<file path="config.mk">
export PLATFORM = sky130hd
export DESIGN_NAME = text_line_framer
export DESIGN_NICKNAME = d
export VERILOG_FILES = /design/src/hdl/tlf_pkg.sv /design/src/hdl/tlf_line_mem.sv /design/src/hdl/tlf_apb_regs.sv /design/src/hdl/text_line_framer.sv
export SDC_FILE = /design/constraint.sdc
export NUM_CORES = 1
export LEC_CHECK = 0
export BUFFER_PORTS_ARGS = -buffer_cell sky130_fd_sc_hd__buf_4
export CORE_UTILIZATION = 30
export DETAILED_ROUTE_END_ITERATION = 10
export PLACE_DENSITY = 0.57
export SYNTH_ARGS = -nofsm -noshare
export SYNTH_HDL_FRONTEND = slang
export SYNTH_SLANG_ARGS = --single-unit
</file>
<file path="constraint.sdc">
create_clock -name clk_i -period 3.4 [get_ports clk_i]
set_input_delay 0.34 -clock clk_i [delete_from_list [all_inputs] [get_ports clk_i]]
set_output_delay 0.34 -clock clk_i [all_outputs]
set_load 0.01 [all_outputs]
</file>
<file path="src/hdl/tlf_pkg.sv">
// tlf_pkg: shared types and constants for the text line framer.
// No dependencies; imported by every module of the block.
package tlf_pkg;

  // Stream payload widths
  localparam int unsigned BYTE_W     = 8;
  localparam int unsigned OP_W       = 2;
  localparam int unsigned KIND_W     = 2;
  localparam int unsigned M_TDATA_W  = 16;  // char_out, had_error, zero fill

  // Configuration port
  localparam int unsigned APB_ADDR_W = 3;
  localparam int unsigned APB_DATA_W = 32;
  localparam int unsigned CAP_W      = 7;
  localparam logic [CAP_W-1:0] CAP_RESET = 7'd64;
  localparam logic REG_LINE_CAPACITY = 1'b0;  // register index, paddr[2]

  // Special characters
  localparam logic [BYTE_W-1:0] CH_CR = 8'h0D;
  localparam logic [BYTE_W-1:0] CH_LF = 8'h0A;

  typedef enum logic [OP_W-1:0] {
    OP_BYTE     = 2'd0,
    OP_TAKE_ERR = 2'd1,
    OP_OVERRUN  = 2'd2
  } op_e;

  typedef enum logic [KIND_W-1:0] {
    KIND_CHAR  = 2'd0,
    KIND_EMPTY = 2'd1,
    KIND_ERROR = 2'd2
  } kind_e;

endpackage

</file>
<file path="src/hdl/tlf_line_mem.sv">
// tlf_line_mem: line store, one write port and one registered read port.
// Depends on tlf_pkg for the character width.
module tlf_line_mem #(
  parameter int unsigned DEPTH = 64
) (
  input  logic                               clk_i,
  input  logic                               we_i,
  input  logic [$clog2(DEPTH)-1:0]           waddr_i,
  input  logic [tlf_pkg::BYTE_W-1:0]         wdata_i,
  input  logic                               re_i,
  input  logic [$clog2(DEPTH)-1:0]           raddr_i,
  output logic [tlf_pkg::BYTE_W-1:0]         rdata_o
);
  import tlf_pkg::*;

  logic [BYTE_W-1:0] mem_q [DEPTH];
  logic [BYTE_W-1:0] rdata_q;

  always_ff @(posedge clk_i) begin
    if (we_i) begin
      mem_q[waddr_i] <= wdata_i;
    end
  end

  // Read data holds between reads
  always_ff @(posedge clk_i) begin
    if (re_i) begin
      rdata_q <= mem_q[raddr_i];
    end
  end

  assign rdata_o = rdata_q;

endmodule

</file>
<file path="src/hdl/tlf_apb_regs.sv">
// tlf_apb_regs: APB register file holding line_capacity.
// Depends on tlf_pkg for address, data and register widths.
module tlf_apb_regs (
  input  logic                            clk_i,
  input  logic                            rst_ni,
  input  logic                            psel,
  input  logic                            penable,
  input  logic                            pwrite,
  input  logic [tlf_pkg::APB_ADDR_W-1:0]  paddr,
  input  logic [tlf_pkg::APB_DATA_W-1:0]  pwdata,
  output logic [tlf_pkg::APB_DATA_W-1:0]  prdata,
  output logic                            pready,
  output logic [tlf_pkg::CAP_W-1:0]       cap_o
);
  import tlf_pkg::*;

  logic [CAP_W-1:0] cap_q;
  logic             wr_en;
  logic             sel_cap;

  assign pready  = 1'b1;
  assign sel_cap = (paddr[2] == REG_LINE_CAPACITY);
  assign wr_en   = psel && penable && pwrite && pready && sel_cap;

  always_ff @(posedge clk_i or negedge rst_ni) begin
    if (!rst_ni) begin
      cap_q <= CAP_RESET;
    end else if (wr_en) begin
      cap_q <= pwdata[CAP_W-1:0];
    end
  end

  assign prdata = sel_cap ? {{(APB_DATA_W-CAP_W){1'b0}}, cap_q} : '0;
  assign cap_o  = cap_q;

endmodule

</file>
<file path="src/hdl/text_line_framer.sv">
// text_line_framer: assembles received bytes into text lines.
// A byte, overrun or CR transfer gives no result; a take-error item or an empty
// line shows its result in the cycle after acceptance. A stored line goes out via
// the memory read and output registers, then 1 char a cycle unless the result
// stream stalls, the read overlapping the output; input waits for the last char.
// Reset (rst_ni, async, low): length, discard, error flag and output valid cleared;
// capacity back to 64; the line store itself is not cleared.
module text_line_framer #(
  parameter int unsigned LINE_MAX = 64
) (
  input  logic                              clk_i,
  input  logic                              rst_ni,
  // Input stream
  input  logic                              s_axis_tvalid,
  output logic                              s_axis_tready,
  input  logic [tlf_pkg::BYTE_W-1:0]        s_axis_tdata,   // [7:0] rx_byte
  input  logic [tlf_pkg::OP_W-1:0]          s_axis_tuser,   // [1:0] op
  // Result stream
  output logic                              m_axis_tvalid,
  input  logic                              m_axis_tready,
  output logic [tlf_pkg::M_TDATA_W-1:0]     m_axis_tdata,   // [7:0] char_out, [8] had_error
  output logic [tlf_pkg::KIND_W-1:0]        m_axis_tuser,   // [1:0] result_kind
  output logic                              m_axis_tlast,
  // Configuration
  input  logic                              psel,
  input  logic                              penable,
  input  logic                              pwrite,
  input  logic [tlf_pkg::APB_ADDR_W-1:0]    paddr,
  input  logic [tlf_pkg::APB_DATA_W-1:0]    pwdata,
  output logic [tlf_pkg::APB_DATA_W-1:0]    prdata,
  output logic                              pready
);
  import tlf_pkg::*;

  localparam int unsigned LEN_W = $clog2(LINE_MAX);
  localparam logic [LEN_W-1:0] LEN_FULL = LEN_W'(LINE_MAX - 1);

  // FSM: IDLE takes items, LOAD streams the stored line out of the memory
  localparam logic ST_IDLE = 1'b0;
  localparam logic ST_LOAD = 1'b1;

  logic             state_q, state_d;
  logic [LEN_W-1:0] len_q, len_d;
  logic             disc_q, disc_d;
  logic             err_q, err_d;
  logic [LEN_W-1:0] idx_q, idx_d;        // char being sent from rdata
  logic [LEN_W-1:0] last_idx_q, last_idx_d;

  logic [CAP_W-1:0] cap;

  // memory ports
  logic              mem_we;
  logic [LEN_W-1:0]  mem_waddr;
  logic              mem_re;
  logic [LEN_W-1:0]  mem_raddr;
  logic [BYTE_W-1:0] mem_rdata;

  // output register
  logic              out_valid_q, out_valid_d;
  logic              out_load;
  logic [KIND_W-1:0] kind_q, kind_d;
  logic [BYTE_W-1:0] char_q, char_d;
  logic              last_q, last_d;
  logic              had_q, had_d;

  logic slot_free;
  logic in_fire;
  logic too_long;

  tlf_apb_regs u_regs (
    .clk_i   (clk_i),
    .rst_ni  (rst_ni),
    .psel    (psel),
    .penable (penable),
    .pwrite  (pwrite),
    .paddr   (paddr),
    .pwdata  (pwdata),
    .prdata  (prdata),
    .pready  (pready),
    .cap_o   (cap)
  );

  // Writes happen only for stored bytes in IDLE; reads start with the LF, which
  // writes nothing, and go on in LOAD, so no entry is written and read in one cycle.
  tlf_line_mem #(
    .DEPTH (LINE_MAX)
  ) u_mem (
    .clk_i   (clk_i),
    .we_i    (mem_we),
    .waddr_i (mem_waddr),
    .wdata_i (s_axis_tdata),
    .re_i    (mem_re),
    .raddr_i (mem_raddr),
    .rdata_o (mem_rdata)
  );

  assign slot_free     = !out_valid_q || m_axis_tready;
  assign s_axis_tready = (state_q == ST_IDLE) && slot_free;
  assign in_fire       = s_axis_tvalid && s_axis_tready;
  assign too_long      = (CAP_W'(len_q) >= cap);
  assign mem_waddr     = len_q;

  always_comb begin
    state_d    = state_q;
    len_d      = len_q;
    disc_d     = disc_q;
    err_d      = err_q;
    idx_d      = idx_q;
    last_idx_d = last_idx_q;
    mem_we     = 1'b0;
    mem_re     = 1'b0;
    mem_raddr  = '0;
    out_load   = 1'b0;
    kind_d     = kind_q;
    char_d     = char_q;
    last_d     = last_q;
    had_d      = had_q;

    case (state_q)
      ST_IDLE: begin
        if (in_fire) begin
          case (s_axis_tuser)
            OP_BYTE: begin
              if (s_axis_tdata == CH_CR) begin
                // carriage return: ignored
              end else if (s_axis_tdata == CH_LF) begin
                len_d = '0;
                if (disc_q) begin
                  disc_d = 1'b0;
                end else if (too_long) begin
                  err_d = 1'b1;
                end else if (len_q == '0) begin
                  out_load = 1'b1;
                  kind_d   = KIND_EMPTY;
                  char_d   = '0;
                  last_d   = 1'b1;
                  had_d    = 1'b0;
                end else begin
                  // start draining: fetch entry 0 now
                  mem_re     = 1'b1;
                  mem_raddr  = '0;
                  idx_d      = '0;
                  last_idx_d = len_q - LEN_W'(1);
                  state_d    = ST_LOAD;
                end
              end else if (!disc_q) begin
                if (len_q != LEN_FULL) begin
                  mem_we = 1'b1;
                  len_d  = len_q + LEN_W'(1);
                end else begin
                  // overlong line
                  err_d  = 1'b1;
                  len_d  = '0;
                  disc_d = 1'b1;
                end
              end
            end
            OP_TAKE_ERR: begin
              out_load = 1'b1;
              kind_d   = KIND_ERROR;
              char_d   = '0;
              last_d   = 1'b1;
              had_d    = err_q;
              err_d    = 1'b0;
              if (err_q) begin
                len_d  = '0;
                disc_d = 1'b1;
              end
            end
            OP_OVERRUN: begin
              err_d = 1'b1;
            end
            default: begin
              // unused op: no effect
            end
          endcase
        end
      end
      ST_LOAD: begin
        if (slot_free) begin
          out_load = 1'b1;
          kind_d   = KIND_CHAR;
          char_d   = mem_rdata;
          last_d   = (idx_q == last_idx_q);
          had_d    = 1'b0;
          if (idx_q == last_idx_q) begin
            state_d = ST_IDLE;
          end else begin
            // prefetch next char while this one goes out
            mem_re    = 1'b1;
            mem_raddr = idx_q + LEN_W'(1);
            idx_d     = idx_q + LEN_W'(1);
          end
        end
      end
      default: begin
        state_d = ST_IDLE;
      end
    endcase
  end

  assign out_valid_d = out_load ? 1'b1 : (m_axis_tready ? 1'b0 : out_valid_q);

  always_ff @(posedge clk_i or negedge rst_ni) begin
    if (!rst_ni) begin
      state_q     <= ST_IDLE;
      len_q       <= '0;
      disc_q      <= 1'b0;
      err_q       <= 1'b0;
      idx_q       <= '0;
      last_idx_q  <= '0;
      out_valid_q <= 1'b0;
    end else begin
      state_q     <= state_d;
      len_q       <= len_d;
      disc_q      <= disc_d;
      err_q       <= err_d;
      idx_q       <= idx_d;
      last_idx_q  <= last_idx_d;
      out_valid_q <= out_valid_d;
    end
  end

  // Result payload, loaded only with a new transfer
  always_ff @(posedge clk_i) begin
    if (out_load) begin
      kind_q <= kind_d;
      char_q <= char_d;
      last_q <= last_d;
      had_q  <= had_d;
    end
  end

  assign m_axis_tvalid = out_valid_q;
  assign m_axis_tdata  = {{(M_TDATA_W-BYTE_W-1){1'b0}}, had_q, char_q};
  assign m_axis_tuser  = kind_q;
  assign m_axis_tlast  = last_q;

endmodule

</file>
======== Yosys cells after proc, flatten, opt, wreduce, memory -nomap -nowiden ========
Memory sizes are Yosys's and may differ from the RTL's. A register that Yosys moved wholly into a read port is not among the register bits.
Index checks and enable logic that the tools add are counted.
storage, ports and cells
  register bits ........................... 41
  memories ................................ 1
  memory bits (read-only) ................. 0
  output and inout port bits .............. 54
  bits in writable memories ............... 512
  bits in latches ......................... 0
memory list
  name         depth  bits a word  rd ports  clocked after memory_dff  wr ports  RTL line            RTL
  u_mem.mem_q  64     8            1         1                         1         tlf_line_mem.sv:16  logic [BYTE_W-1:0] mem_q [DEPTH];
operators by class
  multiply operators ...................... 0
  eq/ne operators ......................... 27
  order comparisons ....................... 1
  muxes and demuxes ....................... 101
  shift-type cells ........................ 0
  bitwise operators ....................... 6
  div/mod/pow operators ................... 0
  reductions and logical operators ........ 18
  $add $sub $neg .......................... 3
operator list
  operator               number
  $mux W6                16
  $mux W8                7
  $mux W1                53
  $pmux W6 S2            3
  $pmux W8 S2            2
  $ne A3 B3 Y1 const B   8
  $ne A2 B2 Y1 const B   9
  $pmux W1 S2            9
  $reduce_and A9 Y1      2
  $eq A8 B4 Y1 const B   2
  $mux W2                7
  $add A6 B1 Y6 const B  2
  $pmux W2 S2            2
  $reduce_and A8 Y1      1
  $ge A6 B7 Y1           1
  $mux W7                1
  $reduce_and A7 Y1      1
  $eq A6 B6 Y1           1
  $logic_not A6 Y1       1
  $ne A2 B1 Y1 const B   3
  $ne A6 B6 Y1 const B   1
  $not A1 Y1             6
  $reduce_and A6 Y1      1
  $sub A6 B1 Y6 const B  1
  other kinds (11)       16

======== Longest topological paths before layout ========
  word-level depth ........................ 10
  depth in mapped cells ................... 12
  depth with buffers taken out ............ 11

======== Modules after synthesis ========
A second synthesis with hierarchy kept.
unflattened totals
  cell total of the unflattened synthesis .. 1,239
  area total of the unflattened synthesis .. 22,914.5 µm²
modules (own cells, without submodules)
  module            cells each  instances  area each (µm²)  seq. area each (µm²)
  tlf_line_mem      972         1          20,270.7         15,615.0
  text_line_framer  217         1          2,100.8          910.9
  tlf_apb_regs      50          1          543.0            176.4

======== Worst setup path before layout ========
OpenSTA, ideal clock, no wires.
  path kind ............................... register -> register
  start point ............................. reg len_q[0]
  end point ............................... reg char_q[0], enable pin
  stages on the path, launching flop included .. 11
  period minus slack after synthesis ...... 3.375 ns
  library setup time ...................... 0.398 ns
  slack ................................... 0.025 ns
  data arrival time ....................... 2.977 ns
  path through ............................ dfrtp_1 > inv_1 > ha_1 > nand2b_1 > a21o_1 > a21o_1 > a21oi_1 > o21ai_0 > a2111oi_0 > a21oi_1 > o21ai_0
between the ends
  longest elaborated chain between the ends .. 10
RTL lines
  what                                                  RTL line                 RTL
  start: declaration                                    text_line_framer.sv:43   logic [LEN_W-1:0] len_q, len_d;
  start signal: assignment                              text_line_framer.sv:215  len_q <= len_d;
  branches (longest 9 deep; another with $ge A6 B7 Y1)  n/a
  $reduce_and A9 Y1 (no source line) *                  n/a
  end signal: assignment                                text_line_framer.sv:228  char_q <= char_d;
  end: declaration                                      text_line_framer.sv:62   logic [BYTE_W-1:0] char_q, char_d;
Every way passes the cells marked *.
A chain may end at the register's enable or synchronous reset.

======== Final worst setup path ========
  start point ............................. reg idx_q[0]
  end point ............................... reg u_mem.rdata_q[1], in the netlist u_mem.rdata_o[1], read port of u_mem.mem_q, data pin
between the ends
  longest elaborated chain between the ends .. 4
RTL lines
  what                                                  RTL line                                          RTL
  start: declaration                                    text_line_framer.sv:46                            logic [LEN_W-1:0] idx_q, idx_d;
  start signal: assignment                              text_line_framer.sv:218                           idx_q <= idx_d;
  $add A6 B1 Y6 / $eq A6 B6 Y1 (equally long branches)  text_line_framer.sv:191, text_line_framer.sv:186
  $mux W6 / $mux W1 (equally long branches)             text_line_framer.sv:186                           if (idx_q == last_idx_q) begin
  $mux W6 / $mux W1 (equally long branches)             text_line_framer.sv:180                           if (slot_free) begin
  $pmux W6 S2 / $pmux W1 S2 (equally long branches)     text_line_framer.sv:119                           case (state_q)
  end: declaration                                      tlf_line_mem.sv:17                                logic [BYTE_W-1:0] rdata_q;
Several ways; a longest one is shown, not always the timed one.

==> summary.md <==
The run finished with clean final reports. In the post-synthesis netlist, the cell with the most instances is edfxtp_1. Summed over all instances, the cell type with the most area after synthesis is edfxtp_1. Setup violations remaining at the end of the flow were counted as 0. The worst setup path is captured at a flop.

The number of nets at the end of the flow is 1751. By area the synthesized netlist is led by edfxtp_1 68%, dfrtp_1 3.0%, mux2_2 2.4%, mux2i_1 2.4%, nor2_1 2.3%. In the routed layout, each cell is associated on average with a via count of 5.070. During placement, the flow inserted port buffers numbering 45.

The setup check on the worst reg-to-reg path leaves a slack of 110 ps. The critical path ends at u_mem.rdata_o[1]. The multiplexer share of the synthesized area is 6.069%.

The run gives 13830 as the via count of the first global-routing pass. After synthesis, the mean cell area works out to 14.76 µm². Clock-pin slew was measured on the worst setup and hold paths at 70 ps. The initial utilization of the core area, before any placement, comes to 30.52%. The detailed-route wire length per cell was 22.93 µm; the power density over cell area was 641.2 nW/µm².

Path depth of the worst reg2reg path: 10. The run gives 12.36 mW as the internal power of the cells. Data on the critical path arrives at its endpoint at 3780 ps. The tools report the required time of the critical path as 3890 ps. Detailed placement finished with a half-perimeter wire length of 40.88 mm.

In this run the static leakage power is 9.158 nW. After routing the design area is 27170 µm². Cells with a size suffix above 1 make up 18.48% of the layout. Summing the areas of all and, or, nand and nor instances in the mapped netlist gives 6.959% of the synthesized area. Row count: 101. Of the synthesized area, sequential elements account for 71.57%.

Main combinational cell family by area after synthesis: compound AO/OA/AOI/OAI gates. In this run the worst path has a maximum fanout of 62. At the end of routability-driven placement, the weighted congestion stood at 0.8806. The run gives 0 as the number of endpoints with negative hold slack in the final report. Setup repair after global routing left no endpoint under its margin. At the later pin of the worst-skew pair, clock insertion delay measures 620 ps.

The number of max-slew violations in the final report is 0, and the distinct cell type count of the synthesized netlist is 71. For the number of standard cells in the final layout excluding fillers, the log shows 2762. The max-capacitance violation count came out at 0. The share of total power dissipated in the clock network is 34.4%.

Across every metal layer, demand over resource in global routing totals 16.00%. At the pin with the least slew margin, the transition time is 913.6 ps. The first routing iteration left 1433 violations. In the synthesized netlist, the number of instances is 1581. The tools report the proportion of power drawn by combinational gates as 21.1%. The synthesized netlist devotes 10.52% of its cell area to compound gates. TritonCTS built the clock tree. The tools report the source of the critical timing path as idx_q[0].

The filler cells instantiated in the layout total 7223. After global routing the overflow that remains totals 0. The share of total power consumed by net switching is 29.07%. The total clock buffers created by CTS is 54.

The end of the worst register-to-register path is u_mem.rdata_o[1]. The worst slack at placement was -276.8 ps; the number of antenna violations at the first check in global routing was 0. Remaining design rule violation count: 0.

The logs give 14000 for the via count and 0 for the number of routed nets with antenna violations. The tools report the startpoint of the worst-slack reg-to-reg timing path as idx_q[0]. In this run the cell area measured after placement is 25300 µm². The area of the core was 76450 µm²; the floorplan die width was 280.9 µm. The pre-antenna-repair detailed-routing pass consisted of 5 iterations. The category of the worst setup path launch point was a flop. The worst setup slack after layout came out at 108.0 ps. In the synthesized netlist the async set-or-reset flop fraction comes to 5.169%.

Sorting the synthesized cells by how often they occur yields 532 x edfxtp_1, 143 x nor2_1, 89 x o21ai_0, 68 x nand2_1, 66 x a21oi_1. The mapped netlist covers 23340 µm². The class of the most critical setup path is flop to flop. The number of warnings issued by yosys was 0.

The run gives 63.34 mm as the aggregate routed wire length. The number of placed instances, taps included was 2652. In this run the biggest area consumer among cell types represents 68.45% of the synthesized area. After Yosys synthesis, XOR and XNOR cells account for 0.6970% of the synthesized area.

For this design, the sink count on the clock tree is 561. Height of the die: 280.9 µm. The tools report the cell at the root of the clock tree as clkbuf_16.

The maximum operating frequency was 303.8 MHz. The design draws 17.42 mW. After Yosys synthesis, full adders, half adders and majority gates account for 0.6434% of the synthesized area. The worst path in the final design needs a cycle of 3292 ps, including I/O delays and setup.

The number of register bits inferred by synthesis was 561. Compared with the post-synthesis result, the final layout area differs by 16.43%. In the finished design, the share of the clock period the worst path needs comes to 96.82%.

The switching power of the nets came out at 5.065 mW. The clock passes through at most 3 buffers. The count of pins on the block boundary is 106, and the total die area is 78910 µm².

Sequential cells burn 44.5% of the power. The first global-routing pass estimated 93.09 mm of wire. The number of enable flip-flop cells after synthesis came out at 532. Among all flip-flop cells after synthesis, the most frequent one is edfxtp_1. The maximum resistive drop on vdd is 0.0004026 V, and the final clock skew is 34.33 ps. 0 antenna diodes ended up in the layout. In this run the tightest slew margin relative to its limit is 39.09%. The maximum number of pins on one net before global-route repair came out at 68.

The worst hold path belongs to the class input port to flop. CTS built an H-tree with a depth of 2.
-- layout make-up --
class | count | area [µm²] | area share (%)
well taps | 1030 | 1289 | 4.743
inverters | 18 | 67.56 | 0.2487
clock buffers | 59 | 1370 | 5.042
flip-flops and latches | 561 | 16710 | 61.48
repair buffers | 148 | 1346 | 4.955
clock inverters | 42 | 390.4 | 1.437
multi-input cells | 904 | 6003 | 22.09
-- state kept, by name, summed over array words and instances, names as in the netlist --
signal	flops
char_q	8
disc_q	1
err_q	1
had_q	1
idx_q	6
last_idx_q	6
len_q	6
m_axis_tlast	1
m_axis_tuser	2
m_axis_tvalid	1
state_q	1
u_mem.mem_q	512
u_mem.rdata_o	8
u_regs.cap_o	7
-- cell usage in the layout, fill, tap and decap left out, drive strengths merged, types with 8 or more instances in the layout --
cell / instances
a211oi: 11
a21oi: 66
a221oi: 8
a22oi: 9
a2bb2oi: 17
and2: 11
and3: 18
buf: 139
clkbuf: 59
clkinv: 29
conb: 33
dfrtp: 28
dlygate4sd3: 9
edfxtp: 532
ha: 12
inv: 21
mux2: 50
mux2i: 56
mux4: 13
nand2: 69
nand3: 62
nor2: 143
nor3: 21
o211ai: 23
o21ai: 115
o221ai: 39
o22ai: 31
or3: 8
xor2: 10
-- critical path: stages, from the launching register on --
cell      delay (ps)
dfrtp_4          570
xor2_1           230
or4_4            640
o21ai_4          270
buf_12           310
o221ai_1         150
nand3_1          130
o22ai_1          130
o21ai_0          370
buf_4            190
o211a_1          130
-- repair_timing --
| action | CTS | global route |
|---|---|---|
| gates resized for setup | 0 | 5 |
| hold buffers | 9 | 0 |
| endpoints found under the hold margin | 37 | 0 |
| setup endpoints to repair | 0 | 302 |
| buffers inserted | 0 | 0 |
-- metal layers --
layer | track usage [%] | share of wire, % | vias to the layer above
met2 | 26.97 | 49 | 500
met3 | 2.294 | 5.6 | 95
met5 | 0 | 0 | -
li1 | - | - | 6284
met1 | 20.90 | 42 | 7123
met4 | 5.647 | 3.4 | 0
-- stage by stage --
step	hold WS (ps)	TNS (ps)	utilization, %
final	136.7	0	35.54
after global routing	146.7	0	35.54
after CTS	101.5	0	35.52
after detailed placement	295.3	-84740	33.10
after global placement	292.9	-100530	33.10
after floorplan	44.41	0	-
-- power by group through the flow --
stage	sequential (mW)	clock (mW)	combinational [mW]
global placement	7.90	0	3.61
detailed placement	7.90	0	3.66
global route	7.76	6.35	3.91
finish	7.76	6.00	3.67
CTS	7.75	6.08	3.68
floorplan	7.85	0	2.31
-- cells by family after synthesis --
group	count (synthesis)
fa+ha+maj	12
other cells	2
simple gates	357
mux	119
buf+inv	147
compound gates	367
xor+xnor	16
flops	561
-- how the worst min path moves through the flow --
stage | slack, ps | cells after the start | from | endpoint
6_report | 140 | 4 | m_axis_tready | state_q
5_1_grt | 150 | 4 | m_axis_tready | state_q
4_1_cts | 100 | 4 | m_axis_tready | state_q
3_5_place_dp | 300 | 1 | rst_ni | u_regs.cap_o[5]
3_3_place_gp | 290 | 1 | rst_ni | u_regs.cap_o[4]
2_1_floorplan | 40 | 0 | rst_ni | disc_q
Power figures use the tool's default switching activity.
